### src/rtl/core/quadrature_decoder_with_acceleration_unit_defines.svh
// ----------------------------------------------------------------------------
// qda assertion macros
// shared concurrent assertion shorthands for the encoder decoder
// ----------------------------------------------------------------------------
`ifndef QUADRATURE_DECODER_WITH_ACCELERATION_UNIT_DEFINES_SVH
`define QUADRATURE_DECODER_WITH_ACCELERATION_UNIT_DEFINES_SVH

// antecedent implies consequent in the same cycle
`define QDA_ASSERT_IMP(name, clk, rst, ante, cons, msg) \
  name: assert property (@(posedge clk) disable iff (rst) (ante) |-> (cons)) \
    else $error(msg);

// condition holds at every edge out of reset
`define QDA_ASSERT_ALW(name, clk, rst, cond, msg) \
  name: assert property (@(posedge clk) disable iff (rst) (cond)) \
    else $error(msg);

`endif

### src/rtl/core/qda_pkg.sv
// ----------------------------------------------------------------------------
// qda_pkg
// types and fixed codes of the quadrature decoder with acceleration
// ----------------------------------------------------------------------------
package qda_pkg;

  localparam int LIMIT_W = 16;
  localparam int MAG_W   = 7;
  localparam int STEP_W  = 8;
  localparam int CH_W    = 3;
  localparam int HIST_W  = 4;
  localparam int IDX_W   = 3;

  // command codes
  localparam logic CMD_SAMPLE = 1'b0;
  localparam logic CMD_TICK   = 1'b1;

  // history patterns
  localparam logic [HIST_W-1:0] HIST_DOWN = 4'b1000;
  localparam logic [HIST_W-1:0] HIST_UP   = 4'b1101;

  typedef enum logic [IDX_W-1:0] {
    REG_FASTEST_LIMIT = 3'd0,
    REG_FAST_LIMIT    = 3'd1,
    REG_MEDIUM_LIMIT  = 3'd2,
    REG_SLOW_LIMIT    = 3'd3,
    REG_FASTEST_STEP  = 3'd4,
    REG_FAST_STEP     = 3'd5,
    REG_MEDIUM_STEP   = 3'd6,
    REG_SLOW_STEP     = 3'd7
  } cfg_reg_t;

  typedef struct packed {
    logic [LIMIT_W-1:0] fastest_limit;
    logic [LIMIT_W-1:0] fast_limit;
    logic [LIMIT_W-1:0] medium_limit;
    logic [LIMIT_W-1:0] slow_limit;
    logic [MAG_W-1:0]   fastest_step;
    logic [MAG_W-1:0]   fast_step;
    logic [MAG_W-1:0]   medium_step;
    logic [MAG_W-1:0]   slow_step;
  } cfg_t;

  // one registered input word
  typedef struct packed {
    logic            cmd;
    logic [CH_W-1:0] channel;
    logic            phase_a;
    logic            phase_b;
  } item_t;

  // decode result toward the output register
  typedef struct packed {
    logic              hit;
    logic [CH_W-1:0]   source_channel;
    logic [STEP_W-1:0] step;
  } result_t;

endpackage

### src/rtl/core/qda_cfg_regs.sv
// ----------------------------------------------------------------------------
// qda_cfg_regs
// threshold and step size registers with a plain write port
// ----------------------------------------------------------------------------
module qda_cfg_regs (
  input  logic                          clk,
  input  logic                          rst,
  input  logic                          cfg_write,
  input  logic [qda_pkg::IDX_W-1:0]     cfg_index,
  input  logic [qda_pkg::LIMIT_W-1:0]   cfg_data,
  output qda_pkg::cfg_t                 cfg
);

  always_ff @(posedge clk) begin
    if (rst) begin
      cfg.fastest_limit <= 16'd7;
      cfg.fast_limit    <= 16'd15;
      cfg.medium_limit  <= 16'd22;
      cfg.slow_limit    <= 16'd30;
      cfg.fastest_step  <= 7'd24;
      cfg.fast_step     <= 7'd16;
      cfg.medium_step   <= 7'd8;
      cfg.slow_step     <= 7'd4;
    end else if (cfg_write) begin
      unique case (qda_pkg::cfg_reg_t'(cfg_index))
        qda_pkg::REG_FASTEST_LIMIT: cfg.fastest_limit <= cfg_data;
        qda_pkg::REG_FAST_LIMIT:    cfg.fast_limit    <= cfg_data;
        qda_pkg::REG_MEDIUM_LIMIT:  cfg.medium_limit  <= cfg_data;
        qda_pkg::REG_SLOW_LIMIT:    cfg.slow_limit    <= cfg_data;
        qda_pkg::REG_FASTEST_STEP:  cfg.fastest_step  <= cfg_data[qda_pkg::MAG_W-1:0];
        qda_pkg::REG_FAST_STEP:     cfg.fast_step     <= cfg_data[qda_pkg::MAG_W-1:0];
        qda_pkg::REG_MEDIUM_STEP:   cfg.medium_step   <= cfg_data[qda_pkg::MAG_W-1:0];
        qda_pkg::REG_SLOW_STEP:     cfg.slow_step     <= cfg_data[qda_pkg::MAG_W-1:0];
      endcase
    end
  end

endmodule

### src/rtl/core/qda_decode.sv
// ----------------------------------------------------------------------------
// qda_decode
// per-channel history and step time state, step detect and magnitude pick
// ----------------------------------------------------------------------------
module qda_decode #(
  parameter int CHANNELS   = 6,
  parameter int TIME_WIDTH = 64
) (
  input  logic              clk,
  input  logic              rst,
  input  logic              fire,
  input  qda_pkg::item_t    item,
  input  qda_pkg::cfg_t     cfg,
  output qda_pkg::result_t  result
);

  localparam int CHW = (CHANNELS > 1) ? $clog2(CHANNELS) : 1;

  logic [TIME_WIDTH-1:0]         tick_count;
  logic [qda_pkg::HIST_W-1:0]    phase_history  [CHANNELS];
  logic [TIME_WIDTH-1:0]         last_step_time [CHANNELS];

  logic [CHW-1:0]                ch_idx;
  logic                          ch_ok;
  logic                          is_sample;
  logic [qda_pkg::HIST_W-1:0]    hist_next;
  logic                          is_down;
  logic                          is_edge;
  logic [TIME_WIDTH-1:0]         elapsed;
  logic [qda_pkg::MAG_W-1:0]     mag;

  assign ch_idx    = CHW'(item.channel);
  assign ch_ok     = 32'(item.channel) < CHANNELS;
  assign is_sample = (item.cmd == qda_pkg::CMD_SAMPLE) && ch_ok;
  assign hist_next = {phase_history[ch_idx][1:0], item.phase_a, item.phase_b};
  assign is_down   = hist_next == qda_pkg::HIST_DOWN;
  assign is_edge   = is_down || (hist_next == qda_pkg::HIST_UP);
  // modulo subtract stays right across a counter wrap
  assign elapsed   = tick_count - last_step_time[ch_idx];

  always_comb begin
    priority if (elapsed < TIME_WIDTH'(cfg.fastest_limit)) mag = cfg.fastest_step;
    else if (elapsed < TIME_WIDTH'(cfg.fast_limit))        mag = cfg.fast_step;
    else if (elapsed < TIME_WIDTH'(cfg.medium_limit))      mag = cfg.medium_step;
    else if (elapsed < TIME_WIDTH'(cfg.slow_limit))        mag = cfg.slow_step;
    else                                                    mag = qda_pkg::MAG_W'(1);
  end

  always_comb begin
    result.hit            = is_sample && is_edge && (mag != '0);
    result.source_channel = item.channel;
    result.step           = is_down ? qda_pkg::STEP_W'(8'd0 - {1'b0, mag})
                                    : {1'b0, mag};
  end

  always_ff @(posedge clk) begin
    if (rst) begin
      tick_count <= '0;
      for (int i = 0; i < CHANNELS; i++) begin
        phase_history[i]  <= '0;
        last_step_time[i] <= '0;
      end
    end else if (fire) begin
      if (item.cmd == qda_pkg::CMD_TICK) begin
        tick_count <= tick_count + TIME_WIDTH'(1);
      end else if (ch_ok) begin
        phase_history[ch_idx] <= hist_next;
        if (is_edge) begin
          last_step_time[ch_idx] <= tick_count;
        end
      end
    end
  end

endmodule

### src/rtl/core/quadrature_decoder_with_acceleration_unit.sv
// ----------------------------------------------------------------------------
// quadrature_decoder_with_acceleration_unit
// multi-channel rotary encoder decoder with speed dependent step size
// ----------------------------------------------------------------------------
//  channel | handshake            | payload
//  --------+----------------------+-------------------------------------
//  input   | in_valid / in_ready  | cmd, channel, phase_a, phase_b
//  output  | out_valid / out_ready| source_channel, step
//  config  | cfg_write            | cfg_index, cfg_data
//
//  one word per cycle sustained while no result stalls; a word passes the
//  input register, the decode and then the result register
//  reset clears tick counter, all channel histories and step times, and
//  loads the default thresholds and step sizes
//  a stalled result only blocks a word that itself makes a result; ticks
//  and non-stepping samples keep flowing past a waiting result
// ----------------------------------------------------------------------------
`include "quadrature_decoder_with_acceleration_unit_defines.svh"

module quadrature_decoder_with_acceleration_unit #(
  parameter int CHANNELS   = 6,
  parameter int TIME_WIDTH = 64
) (
  input  logic                              clk,
  input  logic                              rst,
  // config write port
  input  logic                              cfg_write,
  input  logic [qda_pkg::IDX_W-1:0]         cfg_index,
  input  logic [qda_pkg::LIMIT_W-1:0]       cfg_data,
  // input words
  input  logic                              in_valid,
  output logic                              in_ready,
  input  logic                              cmd,
  input  logic [qda_pkg::CH_W-1:0]          channel,
  input  logic                              phase_a,
  input  logic                              phase_b,
  // result words
  output logic                              out_valid,
  input  logic                              out_ready,
  output logic [qda_pkg::CH_W-1:0]          source_channel,
  output logic signed [qda_pkg::STEP_W-1:0] step
);

  qda_pkg::cfg_t    cfg;
  qda_pkg::item_t   s1_item;
  logic             s1_valid;
  qda_pkg::result_t dec;
  logic             out_free;
  logic             s1_fire;

  qda_cfg_regs u_cfg (
    .clk       (clk),
    .rst       (rst),
    .cfg_write (cfg_write),
    .cfg_index (cfg_index),
    .cfg_data  (cfg_data),
    .cfg       (cfg)
  );

  // result slot can take a word this cycle
  assign out_free = !out_valid || out_ready;
  // held word retires unless it steps and the result slot is full
  assign s1_fire  = s1_valid && (!dec.hit || out_free);
  assign in_ready = !s1_valid || s1_fire;

  // input register
  always_ff @(posedge clk) begin
    if (rst) begin
      s1_valid <= 1'b0;
    end else if (in_ready) begin
      s1_valid <= in_valid;
    end
  end

  always_ff @(posedge clk) begin
    if (in_ready && in_valid) begin
      s1_item <= '{cmd: cmd, channel: channel, phase_a: phase_a, phase_b: phase_b};
    end
  end

  qda_decode #(
    .CHANNELS   (CHANNELS),
    .TIME_WIDTH (TIME_WIDTH)
  ) u_decode (
    .clk    (clk),
    .rst    (rst),
    .fire   (s1_fire),
    .item   (s1_item),
    .cfg    (cfg),
    .result (dec)
  );

  // result register
  always_ff @(posedge clk) begin
    if (rst) begin
      out_valid <= 1'b0;
    end else if (out_free) begin
      out_valid <= s1_fire && dec.hit;
    end
  end

  always_ff @(posedge clk) begin
    if (s1_fire && dec.hit) begin
      source_channel <= dec.source_channel;
      step           <= dec.step;
    end
  end

  `QDA_ASSERT_IMP(a_step_nonzero, clk, rst, out_valid, step != '0,
    "result word with zero step")
  `QDA_ASSERT_IMP(a_src_in_range, clk, rst, out_valid, 32'(source_channel) < CHANNELS,
    "result word from a channel out of range")
  `QDA_ASSERT_IMP(a_tick_no_hit, clk, rst, s1_valid && (s1_item.cmd == qda_pkg::CMD_TICK),
    !dec.hit, "tick word decoded as a step")
  `QDA_ASSERT_IMP(a_stall_cause, clk, rst, !in_ready,
    s1_valid && dec.hit && out_valid && !out_ready, "input stalled without a full result slot")

endmodule

### config.mk
export PLATFORM = sky130hd
export DESIGN_NAME = quadrature_decoder_with_acceleration_unit
export DESIGN_NICKNAME = d
export VERILOG_FILES = /design/src/rtl/core/qda_pkg.sv /design/src/rtl/core/qda_cfg_regs.sv /design/src/rtl/core/qda_decode.sv /design/src/rtl/core/quadrature_decoder_with_acceleration_unit.sv
export VERILOG_INCLUDE_DIRS = /design/src /design/src/rtl/core
export SDC_FILE = /design/constraint.sdc
export NUM_CORES = 1
export LEC_CHECK = 0
export ABC_AREA = 0
export CAP_MARGIN = 30
export CORE_MARGIN = 8
export CORE_UTILIZATION = 40
export DETAILED_ROUTE_END_ITERATION = 12
export DONT_BUFFER_PORTS = 1
export PLACE_DENSITY = 0.58
export SYNTH_ARGS = -nofsm -noshare
export SYNTH_HDL_FRONTEND = slang
export SYNTH_SLANG_ARGS = --single-unit
### constraint.sdc
create_clock -name clk -period 11.1 [get_ports clk]
set_clock_uncertainty 0.05 [all_clocks]
set_input_delay 0.555 -clock clk [delete_from_list [all_inputs] [get_ports clk]]
set_output_delay 0.555 -clock clk [all_outputs]
set_load 0.1 [all_outputs]
Word level (Yosys, flattened, before mapping)
Memory sizes are Yosys's and may differ from the RTL's. A register that Yosys moved wholly into a read port is not among the register bits. Cells that the tools add are included.

Flip-flop bits (word level): 175. Bits in latches: 0. Memory bits (writable): 408. ROM bits: 0. Input port bits: 30. Output and inout bits: 13. Logic and storage cells: 90. Memories kept: 2.

Memories: u_decode.last_step_time (words 6, width 64, rd ports 1, clocked after memory_dff 1, wr ports 6, RTL line qda_decode.sv:21) `logic [TIME_WIDTH-1:0] last_step_time [CHANNELS];`; u_decode.phase_history (words 6, width 4, rd ports 1, clocked after memory_dff 1, wr ports 6, RTL line qda_decode.sv:20) `logic [qda_pkg::HIST_W-1:0] phase_history [CHANNELS];`.

Add/sub/neg operators: 3. Multipliers: 0. Divide/modulo/power cells: 0. Magnitude comparators: 5. Equal/unequal tests: 9. Shifts and indexed selects: 0. Mux-type cells: 26. Bitwise logic cells: 1. Reduce and logical (&&, ||, !) cells: 26.

Operator list (count): $lt 64x16->1 (4); $add 64x1->64 const B (1); $mux 64 (1); $reduce_or 64->1 (1); $sub 64x64->64 (1); $mux 7 (5); $reduce_and 2->1 (9); $mux 1 (15); $eq 3x3->1 const B (4); $mux 3 (4); $eq 4x4->1 const B (2); $sub 1x7->8 const A (1); $reduce_bool 7->1 (1); $eq 3x2->1 const B (2); $logic_and 1x1->1 (6); $logic_or 1x1->1 (4); $mux 4 (1); $reduce_or 4->1 (1); $eq 3x1->1 const B (1); $logic_not 1->1 (3); $logic_not 3->1 (1); $lt 3x3->1 const B (1); $not 1->1 (1).

Longest topological paths before layout
Gate-level depths: netlist of the first run.

Depth after elaboration: 16. Mapped depth: 32. Depth with buffers taken out: 26.

By module
A second synthesis of the first run with hierarchy kept.

Cell total of the unflattened synthesis: 3000. Area, all modules: 35587.9 um^2.

Modules (own cells, without submodules): qda_decode (times used 1, cells an instance 2635, area each 31315.0 um^2, seq. area each 17136.4 um^2); qda_cfg_regs (times used 1, cells an instance 336, area each 3658.5 um^2, seq. area each 1841.8 um^2); quadrature_decoder_with_acceleration_unit (times used 1, cells an instance 29, area each 614.3 um^2, seq. area each 550.5 um^2).

Worst setup path after synthesis of the first run
OpenSTA, ideal clock, no wires.

Path type: register to register. Start point: register with a tool-made name. End point: memory u_decode.last_step_time[0][0], enable pin. Library setup time: 0.426 ns. Data arrival time: 8.450 ns. Required time: 10.624 ns. Setup slack: 2.175 ns. Cell stages (with the launch flop): 28. Buffers on the path: 4. Clock period less this slack: 8.925 ns. Cell sequence: dfxtp_1 clkbuf_1 clkbuf_1 buf_1 clkbuf_1 mux4_2 mux2i_1 ha_1 a21oi_1 nand2_1 o21ai_2 nor2_1 nor2_1 nor2_1 nor2_1 xnor2_1 ha_1 o2111ai_1 nor4_1 a211oi_1 mux2_2 mux2_2 or3_1 o22ai_1 a2111oi_2 and4_1 o21ai_0 a41o_1.

RTL lines (RTL line): end: declaration (qda_decode.sv:21).

==> results of run 1 <==
[critical path, cell delays in order, from the launching register on]
cell and delay, ns:
dfxtp_4 0.76, buf_4 0.76, mux4_2 0.42, mux2i_1 0.44, ha_1 0.41, nand2_1 0.24, nor3_1 0.54, nor4bb_1 0.56
nor4_1 0.11, xnor2_1 0.17, a2111oi_0 0.50, nand4_1 0.33, nor4_4 0.49, nand4_1 0.49, nor2_1 0.32, ha_1 0.33
inv_1 0.15, o21ai_0 0.77, a41o_4 0.99, buf_4 0.33
[sequential cells by signal, indices dropped and copies added (netlist names), named ones only]
register / count
u_decode.last_step_time: 512
u_cfg.cfg: 92
u_decode.tick_count: 64
u_decode.phase_history: 16
step: 8
s1_item: 6
source_channel: 3
out_valid: 1
s1_valid: 1
[metal layers]
layer	up-vias	wire length [um]	track usage
met4	0	2160	0.0503
met2	791	47500	0.319
met1	12900	45600	0.271
met3	147	5660	0.0267
met5	-	0	0
li1	12000	-	-
[cell usage in the layout (no fill, tap or decap), drive strengths merged, types with 23 or more instances in the layout]
master       Yosys  final
inv             97    100
conb             1    132
clkbuf         132    110
mux4           132    132
xor2            40     40
or3             32     32
a211oi          24     24
clkinv           0     31
nor3           345    345
nor2           237    237
nand4           59     59
nand2          360    360
nand3           51     51
a21oi          196    196
mux2i           98     98
dfxtp          161    161
o21ai          107    107
ha             127    127
dlygate4sd3      0     23
o211ai          27     27
xnor2           39     39
buf             83     44
edfxtp         545    545
[what timing repair did]
action	CTS	global route
hold buffers	24	0
setup buffers	0	0
hold endpoints to repair	161	0
resized for setup	0	0
[per-stage QoR]
step	worst slack [ns]	power (W)	cell area, um2	std cells
floorplan	2.17	0.00356	36900	3298
global placement	1.83	0.00379	37700	4298
detailed placement	1.77	0.00379	37900	4302
CTS	1.70	0.00633	40600	4473
global route	1.18	0.00651	40600	4473
finish	1.52	0.00628	40600	4473
[synth_stat cells, types with 10 or more instances]
cell type	number	area [um2]
edfxtp_1	545	16400
nand2_1	360	1350
nor3_1	325	1630
nor2_1	237	890
a21oi_1	188	941
dfxtp_1	161	3220
clkbuf_1	132	495
mux4_2	132	2970
ha_1	127	1590
mux2i_1	98	981
inv_1	97	364
o21ai_0	86	430
nand4_1	58	363
nand3_1	51	255
xor2_1	40	350
xnor2_1	39	342
buf_6	35	394
buf_2	32	160
or3_1	32	200
o211ai_1	27	203
a211oi_1	22	165
a21o_1	22	165
nor4_1	21	131
nor3_2	20	200
o21a_1	20	150
o21ai_1	18	90.1
and3_1	16	100
a31oi_1	14	87.6
nand2b_1	13	81.3
and4_1	10	87.6
buf_1	10	37.5
o21bai_1	10	75.1
[worst min path at each step]
stage          cells after the start  slack [ns]     startpoint                      endpoint
6_report                           2        0.04    cfg_data[6]                 u_cfg.cfg[27]
5_1_grt                            1        0.03            rst  u_decode.phase_history[4][0]
4_1_cts                            2       0.001       in_valid                     flip-flop
3_5_place_dp                       2        0.39  u_cfg.cfg[44]                 u_cfg.cfg[44]
3_3_place_gp                       2        0.39  u_cfg.cfg[79]                 u_cfg.cfg[79]
2_1_floorplan                      0        0.37     s1_item[3]             source_channel[1]
[logic make-up after synthesis]
kind of cell,count (synthesis),synth area share
other,1,0.000103
XOR/XNOR,79,0.0190
buffers and inverters,312,0.0417
AO/OA/AOI/OAI,510,0.0900
flip-flops,706,0.538
adder cells (fa/ha/maj),128,0.0442
multiplexers,240,0.112
AND/OR/NAND/NOR,1191,0.155
[power groups by stage]
stage | registers, W | logic (W) | clock network, W
after CTS | 0.00296 | 0.000803 | 0.00257
after floorplan | 0.00299 | 0.000574 | 0
after global placement | 0.00301 | 0.000774 | 0
after global routing | 0.00296 | 0.000880 | 0.00267
final | 0.00296 | 0.000808 | 0.00252
after detailed placement | 0.00301 | 0.000777 | 0
[area by class of cell]
cell class	instances	area, um2	share of cell area
flip-flops and latches	706	19600	0.483
inverters	97	365	0.00900
well taps	1176	1470	0.0362
clock inverters	37	284	0.00699
repair buffers	67	748	0.0184
multi-input cells	2280	15900	0.392
clock buffers	110	2210	0.0545
==> impl_metrics.csv, run 1 <==
group,metric,value,unit
die,floorplan.die.height,318,um
die,floorplan.initialDensity,0.404,
sta,max_slew.worst_pin.slew,1.06,ns
finish,diodes,0,
synthesis,synth_seq_cells,706,
synthesis,syn_area_per_cell,11.5,um2
synthesis,synthesis.area,0.0364,mm2
clocking,cts_root_buffer,"clkbuf_16",
die,io_pins,43,
finish,post_route_cells_drive_above_1_share,0.115,
pwr,power_density,155,mW/mm2
finish,syn2layout_area_growth,11.5,%
synthesis,synth_sequential_area_ratio,0.538,
grt,grt_pass1_vias,25500,
pwr,p_sw,0.00167,W
clocking,tritoncts,"yes",
routing,num_vias,25800,
routing,dr.first_iter.drc_count,2434,
clocking,ctsHtreeMaxLevel,3,
routing,drt-vias-per-instance,5.77,
sta,finalHoldViolations,0,
critical_path,worstSetupEndpoint,"u_decode.last_step_time[1][31]",
grt,grt_pass1_wl,156000,um
synthesis,number_of_unique_standard_cell_types_used_by_synthesis,92,
grt,grt_antenna_before_repair,0,
pwr,ir_worst_vdd,0.000104,V
grt,grt_overflow,0,
routing,post-route-drc-count,0,
pwr,clock_power_share,0.401,
placed_design,gp_congestion,0.999,
sta,totalNegativeSetupSlack,0,ns
die,floorplan.rows,110,
sta,unrepaired_setup_endpoints_after_global_routing,"false",
run,max-cap-violations,0,
synthesis,postSynth.asyncResetShare,0,
critical_path,crit-reg2reg-capture,"u_decode.last_step_time[1][31]",
finish,finish.net_count,3390,
placed_design,dpl.hpwl,66000,um
critical_path,worst_setup_path_start_kind,"flip-flop",
finish,post-route-util,0.450,
sta,maximum_operating_frequency,104,MHz
pwr,cellInternalPower,0.00462,W
die,die_width,318,um
critical_path,timing.reg2reg.worst_path_depth,19,
routing,detail_route.wirelength,101000,um
pwr,power.sequential.fraction,0.471,
grt,grt_max_degree,136,
synthesis,synthFlopType,"edfxtp_1",
synthesis,syn-instance-count,3167,
clocking,cts_clock_pin_slew_for_the_worst_setup_and_hold_paths,0.06,ns
critical_path,regToRegSetupSlack,1.52,ns
outcome,run_status,"completed",
critical_path,nature_of_the_critical_path_endpoint,"flip-flop",
critical_path,worstPathArrival,9.86,ns
sta,finalMaxSlewViolations,0,
sta,post-route-period-util,0.863,
critical_path,cp_data_required_time,11.38,ns
routing,avgRoutedWirePerCell,22.6,um
finish,fill_cells,8283,
placed_design,io_buffers,0,
pwr,power.combinational.fraction,0.129,
synthesis,synth-warning-count,0,
clocking,clock-sinks,706,
pwr,power_switching_share,0.265,
sta,setup_viol,0,
die,placeableCoreArea,0.0901,mm2
synthesis,synth-edff-count,545,
clocking,clk-insertion-delay-late,0.65,ns
grt,grt_util_all_layers,0.194,
routing,drtPass1Iterations,6,
critical_path,worstSetupPathType,"reg2reg",
min_path,hold_class,"in2reg",
die,die_area,0.101,mm2
sta,finalHoldWorstSlack,0.0393,ns
clocking,cts-root-to-sink-buffers,3,
sta,slew_headroom,0.285,
routing,post_drt_antenna_nets,0,
sta,min_clock_period_post_route,9.58,ns
clocking,cts_inserted_buffers,80,
critical_path,cp_max_fo,51,
pwr,p_leak,13.9,nW
Power figures use the tool's default switching activity.
==> run 2: changes to the inputs <==
--- a/config.mk
+++ b/config.mk
@@ -6,7 +6,7 @@
 export SDC_FILE = /design/constraint.sdc
 export NUM_CORES = 1
 export LEC_CHECK = 0
-export ABC_AREA = 0
+export ABC_AREA = 1
 export CAP_MARGIN = 30
 export CORE_MARGIN = 8
 export CORE_UTILIZATION = 40
==> impl_metrics.csv, run 2 <==
group,metric,value,unit
clocking,clock-sinks,706,
finish,largest_register_ffs,512,
sta,finalHoldViolations,0,
critical_path,most_frequent_cell_on_critical_path,"nand2_1",
synthesis,syn_area_per_cell,8.60,um2
routing,drt-vias-per-instance,5.13,
grt,grt_antenna_before_repair,0,
critical_path,crit_path_top_delay_cell,"inv_6",
pwr,p_leak,18.7,nW
die,floorplan.die.height,329,um
synthesis,ys_top_cells_by_area,"edfxtp_1 (42%), dfxtp_1 (8.2%), nand2_1 (8.1%), nor2_1 (6.4%), o21ai_0 (6.0%)",
sta,max_slew.worst_pin.slew,0.971,ns
synthesis,synthFlopType,"edfxtp_1",
sta,slew_headroom,0.352,
run,max-cap-violations,0,
routing,detail_route.wirelength,113000,um
routing,num_vias,30800,
critical_path,max_stage_delay,0.72,ns
routing,avgRoutedWirePerCell,18.9,um
synthesis,synthesis.area,0.0391,mm2
die,floorplan.rows,114,
pwr,power.sequential.fraction,0.461,
finish,syn2layout_area_growth,12.0,%
synthesis,synth-warning-count,0,
synthesis,number_of_unique_standard_cell_types_used_by_synthesis,53,
sta,maximum_operating_frequency,110,MHz
critical_path,worstPathArrival,9.34,ns
synthesis,synth_sequential_area_ratio,0.501,
pwr,ir_worst_vdd,0.000112,V
sta,unrepaired_setup_endpoints_after_global_routing,"false",
die,die_area,0.108,mm2
placed_design,dpl.hpwl,76800,um
clocking,ctsHtreeMaxLevel,3,
finish,finish.net_count,4807,
routing,dr.first_iter.drc_count,2410,
clocking,cts_root_buffer,"clkbuf_16",
critical_path,worst_setup_path_start_kind,"flip-flop",
sta,totalNegativeSetupSlack,0,ns
clocking,cts-root-to-sink-buffers,3,
pwr,power.combinational.fraction,0.127,
grt,grt_max_degree,149,
pwr,p_sw,0.00173,W
sta,setup_viol,0,
routing,post_drt_antenna_nets,0,
clocking,clk-insertion-delay-late,0.68,ns
synthesis,synth-edff-count,545,
pwr,clock_power_share,0.412,
synthesis,postSynth.asyncResetShare,0,
pwr,power_switching_share,0.269,
finish,diodes,0,
die,io_pins,43,
synthesis,share_of_the_synthesized_area_in_the_top_cell_type,0.419,
finish,reg_top3,"u_decode.last_step_time: 512 flops, u_cfg.cfg: 92 flops, u_decode.tick_count: 64 flops",
placed_design,io_buffers,0,
synthesis,yosys.cell_count.top_type,"nand2_1",
critical_path,cp_data_required_time,11.37,ns
sta,min_clock_period_post_route,9.08,ns
synthesis,synth_seq_cells,706,
clocking,cts_clock_pin_slew_for_the_worst_setup_and_hold_paths,0.06,ns
finish,regMostFlops,"u_decode.last_step_time",
critical_path,nature_of_the_critical_path_endpoint,"flip-flop",
die,die_width,329,um
placed_design,gp_congestion,0.976,
synthesis,syn-instance-count,4544,
clocking,cts_inserted_buffers,82,
grt,grt_util_all_layers,0.207,
finish,post_route_cells_drive_above_1_share,0.111,
finish,register_area,0.0196,mm2
routing,drtPass1Iterations,6,
finish,layout_common_cells,"nand2_1 (835), nor2_1 (668), edfxtp_1 (545), inv_1 (527), o21ai_0 (469)",
synthesis,synth.top_cells.by_count,"nand2_1 (843), nor2_1 (668), edfxtp_1 (545)",
die,placeableCoreArea,0.0967,mm2
pwr,cellInternalPower,0.00469,W
pwr,power_density,147,mW/mm2
grt,grt_overflow,0,
finish,post-route-util,0.453,
grt,grt_pass1_wl,174000,um
finish,fill_cells,9546,
synthesis,netlist.top_cell.by_area,"edfxtp_1",
critical_path,worstSetupPathType,"reg2reg",
finish,mostFrequentLayoutCell,"nand2_1",
routing,post-route-drc-count,0,
clocking,tritoncts,"yes",
sta,finalMaxSlewViolations,0,
min_path,hold_class,"in2reg",
grt,grt_pass1_vias,29500,
outcome,run_status,"completed",
sta,finalHoldWorstSlack,0.0406,ns
finish,multi_input_area,0.0169,mm2
die,floorplan.initialDensity,0.404,
critical_path,cp_max_fo,119,
sta,post-route-period-util,0.818,
run 2: worst paths after layout:
path,start,end,slack (ns),depth (start not counted)
max reg2reg,flip-flop,u_decode.last_step_time[0][27],2.02,35
max,flip-flop,u_decode.last_step_time[0][27],2.02,35
min,cfg_data[11],u_cfg.cfg[55],0.04,2
min reg2reg,u_cfg.cfg[89],u_cfg.cfg[89],0.41,2
run 2: metrics by stage:
step,std cells,total power [W],area [um2],setup WS (ns)
6_report,5992,0.00642,43800,2.02
5_1_grt,5992,0.00669,43800,1.36
4_1_cts,5992,0.00648,43800,2.02
3_5_place_dp,5815,0.00381,40900,2.12
3_3_place_gp,5811,0.00380,40800,2.17
2_1_floorplan,4675,0.00355,39600,2.20
run 2: layout make-up:
type,instances,area share
repair buffers,66,0.0160
well taps,1276,0.0365
multi-input cells,3178,0.387
flip-flops and latches,706,0.448
inverters,615,0.0529
clock inverters,26,0.00620
clock buffers,125,0.0541
run 2: power by group through the flow:
stage	Combinational, W	Clock [W]	Sequential, W
2_1_floorplan	0.000552	0	0.00300
3_3_place_gp	0.000787	0	0.00302
3_5_place_dp	0.000797	0	0.00302
4_1_cts	0.000818	0.00270	0.00296
5_1_grt	0.000914	0.00280	0.00297
6_report	0.000816	0.00265	0.00296
run 2: cells by family (layout without fill, tap and decap cells):
| group | count (synthesis) | after routing | synth area share |
|---|---|---|---|
| flip-flops | 706 | 706 | 0.501 |
| AND/OR/NAND/NOR | 2059 | 2059 | 0.254 |
| adder cells (fa/ha/maj) | 128 | 128 | 0.0412 |
| XOR/XNOR | 27 | 27 | 0.00605 |
| AO/OA/AOI/OAI | 832 | 832 | 0.117 |
| buffers and inverters | 791 | 832 | 0.0804 |
| other | 1 | 132 | 0.0000960 |
run 2: what timing repair did:
item                                    in CTS  in global routing
endpoints found under the setup margin       0                  0
endpoints found under the hold margin      110                  0
hold buffers                                26                  0
resized for setup                            0                  0
setup buffers                                0                  0
run 2: layer usage:
layer | routed length [um] | part of all wire | vias up | global-route usage
met5 | 0 | 0 | - | 0
met4 | 2960 | 0.026 | 0 | 0.0591
met3 | 6730 | 0.060 | 164 | 0.0368
met2 | 52400 | 0.46 | 789 | 0.337
met1 | 50800 | 0.45 | 14600 | 0.280
li1 | - | - | 15200 | -
run 2: worst max-delay path: cells and delay by family (launching register included):
| kind | cells | cell delay (ns) |
|---|---|---|
| AO/OA/AOI/OAI | 6 | 0.99 |
| flip-flops | 1 | 0.51 |
| buffers and inverters | 4 | 1.43 |
| AND/OR/NAND/NOR | 23 | 4.79 |
| adder cells (fa/ha/maj) | 2 | 0.67 |
